--- src/sv/rvs_pkg.sv ---
// Shared constants and types for the recognition vote stabiliser.
`timescale 1ns / 1ps

package rvs_pkg;

    localparam int MAX_OBJECTS = 16;

    localparam int CNT_W   = 16;
    localparam int IDX_W   = 5;
    localparam int CFG_IDX_W = 2;

    localparam logic [CNT_W-1:0] CNT_MAX = {CNT_W{1'b1}};

    localparam logic [CNT_W-1:0] OBJ_HIT_GAIN  = 16'd2;
    localparam logic [CNT_W-1:0] OBJ_MISS_LOSS = 16'd1;
    localparam logic [CNT_W-1:0] NOOBJ_GAIN    = 16'd1;
    localparam logic [CNT_W-1:0] NOOBJ_LOSS    = 16'd3;

    localparam logic [CNT_W-1:0] CERT_LIMIT_RST = 16'd17039;
    localparam logic [CNT_W-1:0] VOTE_LIMIT_RST = 16'd10;
    localparam logic [IDX_W-1:0] OBJ_COUNT_RST  = 5'd0;
    localparam logic [CNT_W-1:0] STEP_LIMIT_RST = 16'd300;

    localparam logic [CFG_IDX_W-1:0] CFG_CERT_LIMIT = 2'd0;
    localparam logic [CFG_IDX_W-1:0] CFG_VOTE_LIMIT = 2'd1;
    localparam logic [CFG_IDX_W-1:0] CFG_OBJ_COUNT  = 2'd2;
    localparam logic [CFG_IDX_W-1:0] CFG_STEP_LIMIT = 2'd3;

    typedef struct packed {
        logic clear;
        logic apply;
        logic hit;
    } lane_cmd_t;

endpackage

--- src/sv/rvs_vote_lane.sv ---
// One vote counter with its saturating update.
`timescale 1ns / 1ps

module rvs_vote_lane (
    input  logic                         clk,
    input  logic                         rst_n,
    input  logic                         en,
    input  rvs_pkg::lane_cmd_t           cmd,
    input  logic                         is_object,
    input  logic                         is_nobj,
    input  logic                         is_match,
    output logic [rvs_pkg::CNT_W-1:0]    cnt_new
);

    logic [rvs_pkg::CNT_W-1:0] cnt_reg;
    logic [rvs_pkg::CNT_W-1:0] base;
    logic [rvs_pkg::CNT_W-1:0] gain;
    logic [rvs_pkg::CNT_W-1:0] loss;
    logic [rvs_pkg::CNT_W:0]   sum;
    logic                      grow;

    always_comb
    begin
        base = cmd.clear ? '0 : cnt_reg;
        grow = 1'b0;
        gain = '0;
        loss = '0;
        if (is_object)
        begin
            grow = cmd.hit && is_match;
            gain = rvs_pkg::OBJ_HIT_GAIN;
            loss = rvs_pkg::OBJ_MISS_LOSS;
        end
        else if (is_nobj)
        begin
            grow = !cmd.hit;
            gain = rvs_pkg::NOOBJ_GAIN;
            loss = rvs_pkg::NOOBJ_LOSS;
        end
        sum = {1'b0, base} + {1'b0, gain};
        cnt_new = base;
        if (cmd.apply && (is_object || is_nobj))
        begin
            if (grow)
                cnt_new = sum[rvs_pkg::CNT_W] ? rvs_pkg::CNT_MAX : sum[rvs_pkg::CNT_W-1:0];
            else
                cnt_new = (base > loss) ? (base - loss) : '0;
        end
    end

    always_ff @(posedge clk or negedge rst_n)
    begin
        if (!rst_n)
            cnt_reg <= '0;
        else if (en)
            cnt_reg <= cnt_new;
    end

endmodule

--- src/sv/rvs_argmax.sv ---
// Comparator tree returning the first largest counter among the eligible ones.
`timescale 1ns / 1ps

module rvs_argmax #(
    parameter int N  = rvs_pkg::MAX_OBJECTS + 1,
    parameter int IW = rvs_pkg::IDX_W
) (
    input  logic [N-1:0][rvs_pkg::CNT_W-1:0] vals,
    input  logic [IW-1:0]                    last_idx,
    output logic [rvs_pkg::CNT_W-1:0]        best_val,
    output logic [IW-1:0]                    best_idx
);

    localparam int LVL = (N > 1) ? $clog2(N) : 1;
    localparam int P   = 1 << LVL;

    logic                      node_vld [2*P-1];
    logic [rvs_pkg::CNT_W-1:0] node_val [2*P-1];
    logic [IW-1:0]             node_idx [2*P-1];

    genvar k;
    generate
        for (k = 0; k < P; k++)
        begin : g_leaf
            if (k < N)
            begin : g_used
                assign node_vld[P-1+k] = (IW'(k) <= last_idx);
                assign node_val[P-1+k] = vals[k];
                assign node_idx[P-1+k] = IW'(k);
            end
            else
            begin : g_pad
                assign node_vld[P-1+k] = 1'b0;
                assign node_val[P-1+k] = '0;
                assign node_idx[P-1+k] = '0;
            end
        end
        for (k = 0; k < P-1; k++)
        begin : g_node
            logic take_right;
            assign take_right = node_vld[2*k+2] &&
                                (!node_vld[2*k+1] || (node_val[2*k+2] > node_val[2*k+1]));
            assign node_vld[k] = node_vld[2*k+1] || node_vld[2*k+2];
            assign node_val[k] = take_right ? node_val[2*k+2] : node_val[2*k+1];
            assign node_idx[k] = take_right ? node_idx[2*k+2] : node_idx[2*k+1];
        end
    endgenerate

    assign best_val = node_val[0];
    assign best_idx = node_idx[0];

endmodule

--- src/sv/recognition_vote_stabilizer_core.sv ---
// Top level of the recognition vote stabiliser.
//
//   channel   direction  handshake              payload
//   input     in         in_valid / in_stall    start_req has_frame certainty match_index
//   result    out        out_valid / out_stall  done_res recognized winner_index timed_out
//   config    in         cfg_we                 cfg_index cfg_data
//
// One transaction is taken per cycle while in_stall is low; its result is registered when it is processed.
// The counter update and comparator tree sit between the input and result registers.
// Reset clears counters, session and step count and loads the register defaults.
// A stalled result holds; the input register takes one more transaction, then in_stall rises.
`timescale 1ns / 1ps

module recognition_vote_stabilizer_core #(
    parameter int MAX_OBJECTS = rvs_pkg::MAX_OBJECTS
) (
    input  logic                             clk,
    input  logic                             rst_n,
    input  logic                             in_valid,
    output logic                             in_stall,
    input  logic                             start_req,
    input  logic                             has_frame,
    input  logic [rvs_pkg::CNT_W-1:0]        certainty,
    input  logic [rvs_pkg::IDX_W-1:0]        match_index,
    output logic                             out_valid,
    input  logic                             out_stall,
    output logic                             done_res,
    output logic                             recognized,
    output logic [rvs_pkg::IDX_W-1:0]        winner_index,
    output logic                             timed_out,
    input  logic                             cfg_we,
    input  logic [rvs_pkg::CFG_IDX_W-1:0]    cfg_index,
    input  logic [rvs_pkg::CNT_W-1:0]        cfg_data
);

    localparam int N  = MAX_OBJECTS + 1;
    localparam int IW = ($clog2(N) > rvs_pkg::IDX_W) ? $clog2(N) : rvs_pkg::IDX_W;

    logic [rvs_pkg::CNT_W-1:0] cert_limit_reg;
    logic [rvs_pkg::CNT_W-1:0] vote_limit_reg;
    logic [rvs_pkg::IDX_W-1:0] obj_count_reg;
    logic [rvs_pkg::CNT_W-1:0] step_limit_reg;

    logic                      in_valid_reg;
    logic                      start_reg;
    logic                      frame_reg;
    logic [rvs_pkg::CNT_W-1:0] cert_reg;
    logic [rvs_pkg::IDX_W-1:0] match_reg;

    logic                      active_reg;
    logic                      active_next;
    logic [rvs_pkg::CNT_W-1:0] step_reg;
    logic [rvs_pkg::CNT_W-1:0] step_next;

    logic                      res_valid_reg;
    logic                      done_reg;
    logic                      done_next;
    logic                      rec_reg;
    logic                      rec_next;
    logic [rvs_pkg::IDX_W-1:0] win_reg;
    logic [rvs_pkg::IDX_W-1:0] win_next;
    logic                      tout_reg;
    logic                      tout_next;

    logic                      proc_fire;
    logic                      active_eff;
    logic [IW-1:0]             n_ext;
    rvs_pkg::lane_cmd_t        cmd;
    logic [N-1:0][rvs_pkg::CNT_W-1:0] cnt_new_all;
    logic [rvs_pkg::CNT_W-1:0] best_val;
    logic [IW-1:0]             best_idx;
    logic [rvs_pkg::CNT_W-1:0] step_base;
    logic [rvs_pkg::CNT_W-1:0] step_inc;

    // Configuration registers
    always_ff @(posedge clk or negedge rst_n)
    begin
        if (!rst_n)
        begin
            cert_limit_reg <= rvs_pkg::CERT_LIMIT_RST;
            vote_limit_reg <= rvs_pkg::VOTE_LIMIT_RST;
            obj_count_reg  <= rvs_pkg::OBJ_COUNT_RST;
            step_limit_reg <= rvs_pkg::STEP_LIMIT_RST;
        end
        else if (cfg_we)
        begin
            unique case (cfg_index)
                rvs_pkg::CFG_CERT_LIMIT: cert_limit_reg <= cfg_data;
                rvs_pkg::CFG_VOTE_LIMIT: vote_limit_reg <= cfg_data;
                rvs_pkg::CFG_OBJ_COUNT:  obj_count_reg  <= cfg_data[rvs_pkg::IDX_W-1:0];
                rvs_pkg::CFG_STEP_LIMIT: step_limit_reg <= cfg_data;
                default: ;
            endcase
        end
    end

    // Handshake
    assign proc_fire = in_valid_reg && (!res_valid_reg || !out_stall);
    assign in_stall  = in_valid_reg && !proc_fire;

    always_ff @(posedge clk or negedge rst_n)
    begin
        if (!rst_n)
            in_valid_reg <= 1'b0;
        else if (!in_stall)
            in_valid_reg <= in_valid;
    end

    always_ff @(posedge clk)
    begin
        if (in_valid && !in_stall)
        begin
            start_reg <= start_req;
            frame_reg <= has_frame;
            cert_reg  <= certainty;
            match_reg <= match_index;
        end
    end

    // Counter lanes
    assign n_ext = (IW'(obj_count_reg) > IW'(MAX_OBJECTS)) ? IW'(MAX_OBJECTS)
                                                           : IW'(obj_count_reg);
    assign active_eff = start_reg || active_reg;
    assign cmd.clear  = start_reg;
    assign cmd.apply  = active_eff && frame_reg;
    assign cmd.hit    = (cert_reg >= cert_limit_reg);

    genvar i;
    generate
        for (i = 0; i < N; i++)
        begin : g_lane
            rvs_vote_lane u_lane (
                .clk       (clk),
                .rst_n     (rst_n),
                .en        (proc_fire),
                .cmd       (cmd),
                .is_object (IW'(i) < n_ext),
                .is_nobj   (IW'(i) == n_ext),
                .is_match  (IW'(i) == IW'(match_reg)),
                .cnt_new   (cnt_new_all[i])
            );
        end
    endgenerate

    rvs_argmax #(
        .N  (N),
        .IW (IW)
    ) u_argmax (
        .vals     (cnt_new_all),
        .last_idx (n_ext),
        .best_val (best_val),
        .best_idx (best_idx)
    );

    // Decision and step limit
    assign step_base = start_reg ? '0 : step_reg;
    assign step_inc  = (step_base == rvs_pkg::CNT_MAX) ? step_base : step_base + 1'b1;

    always_comb
    begin
        active_next = active_reg;
        step_next   = step_reg;
        done_next   = 1'b0;
        rec_next    = 1'b0;
        win_next    = '0;
        tout_next   = 1'b0;
        if (active_eff)
        begin
            active_next = 1'b1;
            if (best_val > vote_limit_reg)
            begin
                step_next   = step_base;
                active_next = 1'b0;
                done_next   = 1'b1;
                rec_next    = (best_idx < n_ext);
                win_next    = best_idx[rvs_pkg::IDX_W-1:0];
            end
            else
            begin
                step_next = step_inc;
                if (step_inc > step_limit_reg)
                begin
                    active_next = 1'b0;
                    done_next   = 1'b1;
                    win_next    = n_ext[rvs_pkg::IDX_W-1:0];
                    tout_next   = 1'b1;
                end
            end
        end
    end

    always_ff @(posedge clk or negedge rst_n)
    begin
        if (!rst_n)
        begin
            active_reg    <= 1'b0;
            step_reg      <= '0;
            res_valid_reg <= 1'b0;
        end
        else
        begin
            if (proc_fire)
            begin
                active_reg <= active_next;
                step_reg   <= step_next;
            end
            if (proc_fire)
                res_valid_reg <= 1'b1;
            else if (!out_stall)
                res_valid_reg <= 1'b0;
        end
    end

    always_ff @(posedge clk)
    begin
        if (proc_fire)
        begin
            done_reg <= done_next;
            rec_reg  <= rec_next;
            win_reg  <= win_next;
            tout_reg <= tout_next;
        end
    end

    assign out_valid    = res_valid_reg;
    assign done_res     = done_reg;
    assign recognized   = rec_reg;
    assign winner_index = win_reg;
    assign timed_out    = tout_reg;

    a_fire_gives_result: assert property (@(posedge clk) disable iff (!rst_n)
        proc_fire |=> res_valid_reg)
        else $error("processed transaction left no result");

    a_done_ends_session: assert property (@(posedge clk) disable iff (!rst_n)
        proc_fire && done_next |=> !active_reg)
        else $error("session still active after completion");

    a_recognised_is_done: assert property (@(posedge clk) disable iff (!rst_n)
        res_valid_reg && rec_reg |-> done_reg && !tout_reg)
        else $error("recognition flagged without a decision");

    a_idle_no_change: assert property (@(posedge clk) disable iff (!rst_n)
        proc_fire && !active_eff |=> $stable(step_reg) && !active_reg)
        else $error("idle transaction altered session state");

endmodule

--- config.mk ---
export PLATFORM = sky130hd
export DESIGN_NAME = recognition_vote_stabilizer_core
export DESIGN_NICKNAME = d
export VERILOG_FILES = /design/src/sv/rvs_pkg.sv /design/src/sv/rvs_vote_lane.sv /design/src/sv/rvs_argmax.sv /design/src/sv/recognition_vote_stabilizer_core.sv
export SDC_FILE = /design/constraint.sdc
export NUM_CORES = 2
export LEC_CHECK = 0
export BUFFER_PORTS_ARGS = -buffer_cell sky130_fd_sc_hd__buf_2
export CORE_MARGIN = 1
export CORE_UTILIZATION = 50
export DETAILED_ROUTE_END_ITERATION = 8
export PLACE_DENSITY = 0.65
export SLEW_MARGIN = 20
export SYNTH_ARGS = -nofsm -noshare
export SYNTH_HDL_FRONTEND = slang
export SYNTH_HIERARCHICAL = 1
export SYNTH_SLANG_ARGS = --single-unit
--- constraint.sdc ---
create_clock -name clk -period 23.2 [get_ports clk]
set_clock_uncertainty 0.2 [all_clocks]
set_input_delay 4.64 -clock clk [delete_from_list [all_inputs] [get_ports clk]]
set_output_delay 4.64 -clock clk [all_outputs]
set_load 0.1 [all_outputs]
; Word-level counts from Yosys, hierarchy flattened
; Cells that the tools add are included.
[word_totals]
ff_bits = 375
word_cells = 544
[op_classes]
addsub = 35
order_cmp = 72
eq_ne = 37
n_mux = 231
bitwise = 1
reduce_logical = 135
[ops]
columns = cell, n
row1 = 16-bit 2-to-1 mux, 121
row2 = 16-bit greater-than comparator, 35
row3 = 16-bit by 2-bit adder with 17-bit output, 17
row4 = 16-bit subtractor, 17
row5 = 4-bit by 5-bit == test with 1-bit output (first input constant), 16
row6 = 2-bit 2-to-1 mux, 35
row7 = 1-bit 2-to-1 mux, 65
row8 = 1-bit logical AND, 54
row9 = 1-bit logical OR, 50
row10 = 5-bit 2-to-1 mux, 10
row11 = 3-bit by 5-bit == test with 1-bit output (first input constant), 8
row12 = 4-bit by 5-bit less-or-equal comparator with 1-bit output (first input constant), 8
row13 = 4-bit by 5-bit < comparator with 1-bit output (first input constant), 8
row14 = 1-bit logical NOT, 21
row15 = 2-bit by 5-bit == test with 1-bit output (first input constant), 4
row16 = 3-bit by 5-bit less-or-equal comparator with 1-bit output (first input constant), 4
row17 = 3-bit by 5-bit < comparator with 1-bit output (first input constant), 4
row18 = 16-bit by 1-bit adder with 16-bit output (second input constant), 1
row19 = 16-bit == test (second input constant), 1
row20 = 16-bit >= comparator, 1
row21 = 2-bit AND reduction, 6
row22 = 1-bit by 5-bit == test with 1-bit output (first input constant), 2
row23 = 5-bit == test (first input constant), 2
row24 = 1-bit by 5-bit less-or-equal comparator with 1-bit output (first input constant), 2
row25 = other kinds (14), 19

; Depth between registers and ports, before layout
[logic_depth]
word_depth = 31
mapped_depth = 76

; Modules after synthesis
; The synthesis kept the hierarchy.
[by_module_without_submodules]
columns = module, n_inst, cells_per_inst, area_each_um2
row1 = rvs_vote_lane (g_lane[0].u_lane ...), 15, 288, 2057.0
row2 = rvs_argmax, 1, 1323, 10014.6
row3 = recognition_vote_stabilizer_core, 1, 617, 6149.6
row4 = rvs_vote_lane (g_lane[8].u_lane ...), 2, 312, 2229.6

; Worst setup path after synthesis
; OpenSTA, ideal clock, no wires.
[synth_path]
path_kind = reg-to-reg
start = register cert_limit_reg[14] (netlist name)
end = register win_reg (netlist bit winner_index[0]), data pin
setup_ns = 0.257
arrival_ns = 16.573
required_ns = 22.743
setup_slack_ns = 6.170
stages_incl_launch_ff = 70
path_buffers = 11
period_less_slack_ns = 17.030
cell_sequence = dfstp_2 inv_1 ha_1 nand4_1 a211oi_1 o41ai_1 o21ai_0 nor3b_1 nor2_1 o21a_1 clkbuf_1 o21ai_0 a31oi_1 inv_1 ha_1 a21o_1 a221o_1 a221oi_1 [... 34 more ...] or3_1 o21ai_0 o31ai_1 a211oi_1 or2_2 buf_2 inv_1 nor2_1 buf_2 a211oi_1 ha_1 nand4_1 nor4_1 a21boi_0 o31a_2 buf_4 nor3_1 a32o_1
[synth_lines]
columns = element, line
row1 = "start, declared", recognition_vote_stabilizer_core.sv:39  ; logic [rvs_pkg::CNT_W-1:0] cert_limit_reg;
row2 = "start signal, assigned", recognition_vote_stabilizer_core.sv:80  ; cert_limit_reg <= rvs_pkg::CERT_LIMIT_RST;
row3 = "start signal, assigned", recognition_vote_stabilizer_core.sv:88  ; rvs_pkg::CFG_CERT_LIMIT: cert_limit_reg <= cfg_data;
row4 = "end signal, assigned", recognition_vote_stabilizer_core.sv:220  ; win_reg <= win_next;
row5 = "end, declared", recognition_vote_stabilizer_core.sv:60  ; logic [rvs_pkg::IDX_W-1:0] win_reg;

==> out/qor.yml <==
cts_hold_buffers: 0
cts_setup_buffers: 0
start_kind: "flip-flop"
drt_pass1_iterations: 7
multiInputGateArea_um2: 38300
clk_pin_slew_ns: 0.06
drcViolationCount: 0
ctsResizeCount: 0
synth_ff_type: "dfrtp_1"
ant_nets: 0
synthArstFlopShare_pct: 91.7
drive_gt1_share_pct: 8.20
post-place-ws_ns: 3.60
hold_start: "g_lane[10].u_lane/cnt_reg[0]"
drv_cap: 0
antenna_found_initial: 7
cp_max_fo: 23
period_share_pct: 86.8
cp_num_buf_inv: 11
crit_slowest_cell: "o31a_1"
clock_latency_ns: 0.69
drt_wl_total_mm: 194
max-vdd-ir-drop_v: 0.000254
grt_pass1_wl_mm: 300
ys_seq_elements: 375
finalNetCount: 7100
tightest_slew_ns: 1.17
cp_top_family: "compound AO/OA/AOI/OAI gates"
criticalPathCategory: "flip-flop to flip-flop"
cts.sinks: 375
antennaDiodeCount: 0
timing.hold.ws_ns: 0.279
num_rows: 117
ff2ff_setup_slack_ns: 3.07
grt_overflow: 0
port-buffer-count: 55
grt_max_degree: 124
power.leakage_uw: 0.0223
viasPerCell: 6.81
rsz0062_at_grt: "false"
wl_met1_mm: 84.1
critical_path_arrival_ns: 20.35
regArea_um2: 9560
hpwl_mm: 145
die_x_um: 323
avgSynthCellArea_um2: 7.48
drt-wirelength-per-cell_um: 24.0
max_stage_delay_ns: 0.84
hold_end: "g_lane[10].u_lane/cnt_reg[0]"
netlist_area_um2: 51500
grt_pass1_vias: 50400
worstReg2RegStart: "obj_count_reg[4]"
dieArea_um2: 104000
cts_max_level: 2
syn_inst: 6884
outcome: "finished, final reports clean"
max_freq_mhz: 49.7
cp-end-kind: "flip-flop"
powerDensity_nw_per_um2: 164
fin_ws_ns: 3.07
synth-edff-count: 31
dr_wl_met2_mm: 84.8
finalSetupTns_ns: 0
syn_to_final_growth_pct: 4.90
finalCriticalPeriod_ns: 20.13
routabilityCongestion: 1.00
r2r_cells: 65
routed.top_layer: "met5"
ys_types: 110
yosys_warnings: 6
grt_use_total_pct: 36.1
hold_viol_final: 0
setup_viol: 0
synth_nets: 7324
slew_headroom_pct: 22.2
timing.rr.end: "winner_index[1]"
vias: 55000
drtIter0Drc: 6441
clockRootBuffer: "clkbuf_16"
largest_register_ffs: 272
drv_slew: 0
final_common_cell: "nand2_1"
core_um2: 102000
cts_tree: "done"
total_power_uw: 8870
hold_depth: 2
crit_path_frequent_cell: "ha_1"
yosysSeqAreaShare_pct: 18.6
die_h_um: 323
pin_count: 56
holdCritPathClass: "flip-flop to flip-flop"
final_cell_mix: "657 x nand2_1, 571 x o21ai_0, 516 x nor2_1, 463 x inv_1, 394 x ha_1"
fillers: 10000
routed-wl-met3_mm: 18.7
clockBufferDepth: 3
cts_buffers: 53
critPathRequiredTime_ns: 23.42
start_util_pct: 50.5
==> synthesized netlist by cell type (all sizes together), types with 72 or more instances <==
master	instances	area share, %
o21ai	597	5.8
nand4	145	1.8
a31oi	123	1.5
mux2	73	1.6
mux2i	186	3.8
xnor2	96	1.6
a211oi	83	1.4
inv	463	3.4
o211ai	72	1.0
clkbuf	308	2.3
buf	111	1.5
a32o	80	1.6
nor2b	184	2.2
nor4	85	1.1
a21oi	382	3.7
nor3	184	1.8
o22ai	117	1.4
dfrtp	331	16
nand2	657	4.8
and2	80	0.97
nand3	192	1.9
ha	394	9.6
nor2	516	3.8
==> final cells by class <==
| cell class | instances | share of cell area, % |
|---|---|---|
| sequential | 375 | 17.7 |
| multi-input combinational | 5626 | 70.9 |
| tap | 1368 | 3.17 |
| clock buffer | 67 | 2.59 |
| clock inverter | 32 | 0.658 |
| inverter | 464 | 3.24 |
| timing repair buffer | 140 | 1.76 |
==> tightest hold or removal path: stages, from the launching register on <==
cell     delay, ns
dfrtp_1       0.33
nand2_1       0.04
o21ai_0       0.07
==> metrics by stage <==
step / instances / instance area (um^2) / util [%]
detailed placement: 7973 / 52200 / 51.3
global route: 8072 / 54000 / 53.0
finish: 8072 / 54000 / 53.0
global placement: 7971 / 52200 / 51.3
CTS: 8072 / 54000 / 53.0
floorplan: 6884 / 51500 / -
==> cell families (layout without fill, tap and decap cells) <==
logic type | count (synthesis) | in the layout | share of synthesized area (%)
xor+xnor | 149 | 149 | 2.54
compound gates | 2239 | 2239 | 30.1
simple gates | 2567 | 2567 | 26.3
buf+inv | 883 | 703 | 7.23
fa+ha+maj | 411 | 411 | 9.91
mux | 259 | 259 | 5.37
flops | 375 | 375 | 18.6
other cells | 1 | 1 | 0.00728
==> power by group <==
group | total, uW | internal [uW] | switching (uW)
registers | 1270 | 870 | 395
clock network | 855 | 486 | 370
logic | 6750 | 2520 | 4240
total | 8870 | 3870 | 5000
==> layer usage <==
metal | vias to the layer above | global-route usage (%)
met5 | - | 0
met4 | 8 | 10.8
met3 | 387 | 6.59
met2 | 2758 | 56.0
met1 | 26300 | 50.7
li1 | 25500 | -
==> worst max path at each step <==
| stage | cells after the start | startpoint | endpoint | slack, ns |
|---|---|---|---|---|
| floorplan | 69 | cert_limit_reg[14] | winner_index[0] | 6.17 |
| global placement | 65 | obj_count_reg[4] | winner_index[4] | 3.82 |
| detailed placement | 65 | obj_count_reg[4] | winner_index[0] | 3.60 |
| CTS | 65 | obj_count_reg[4] | winner_index[1] | 3.53 |
| global route | 66 | obj_count_reg[4] | winner_index[1] | 1.66 |
| finish | 65 | obj_count_reg[4] | winner_index[1] | 3.07 |
Note: power is estimated with default switching activity, not from simulation.
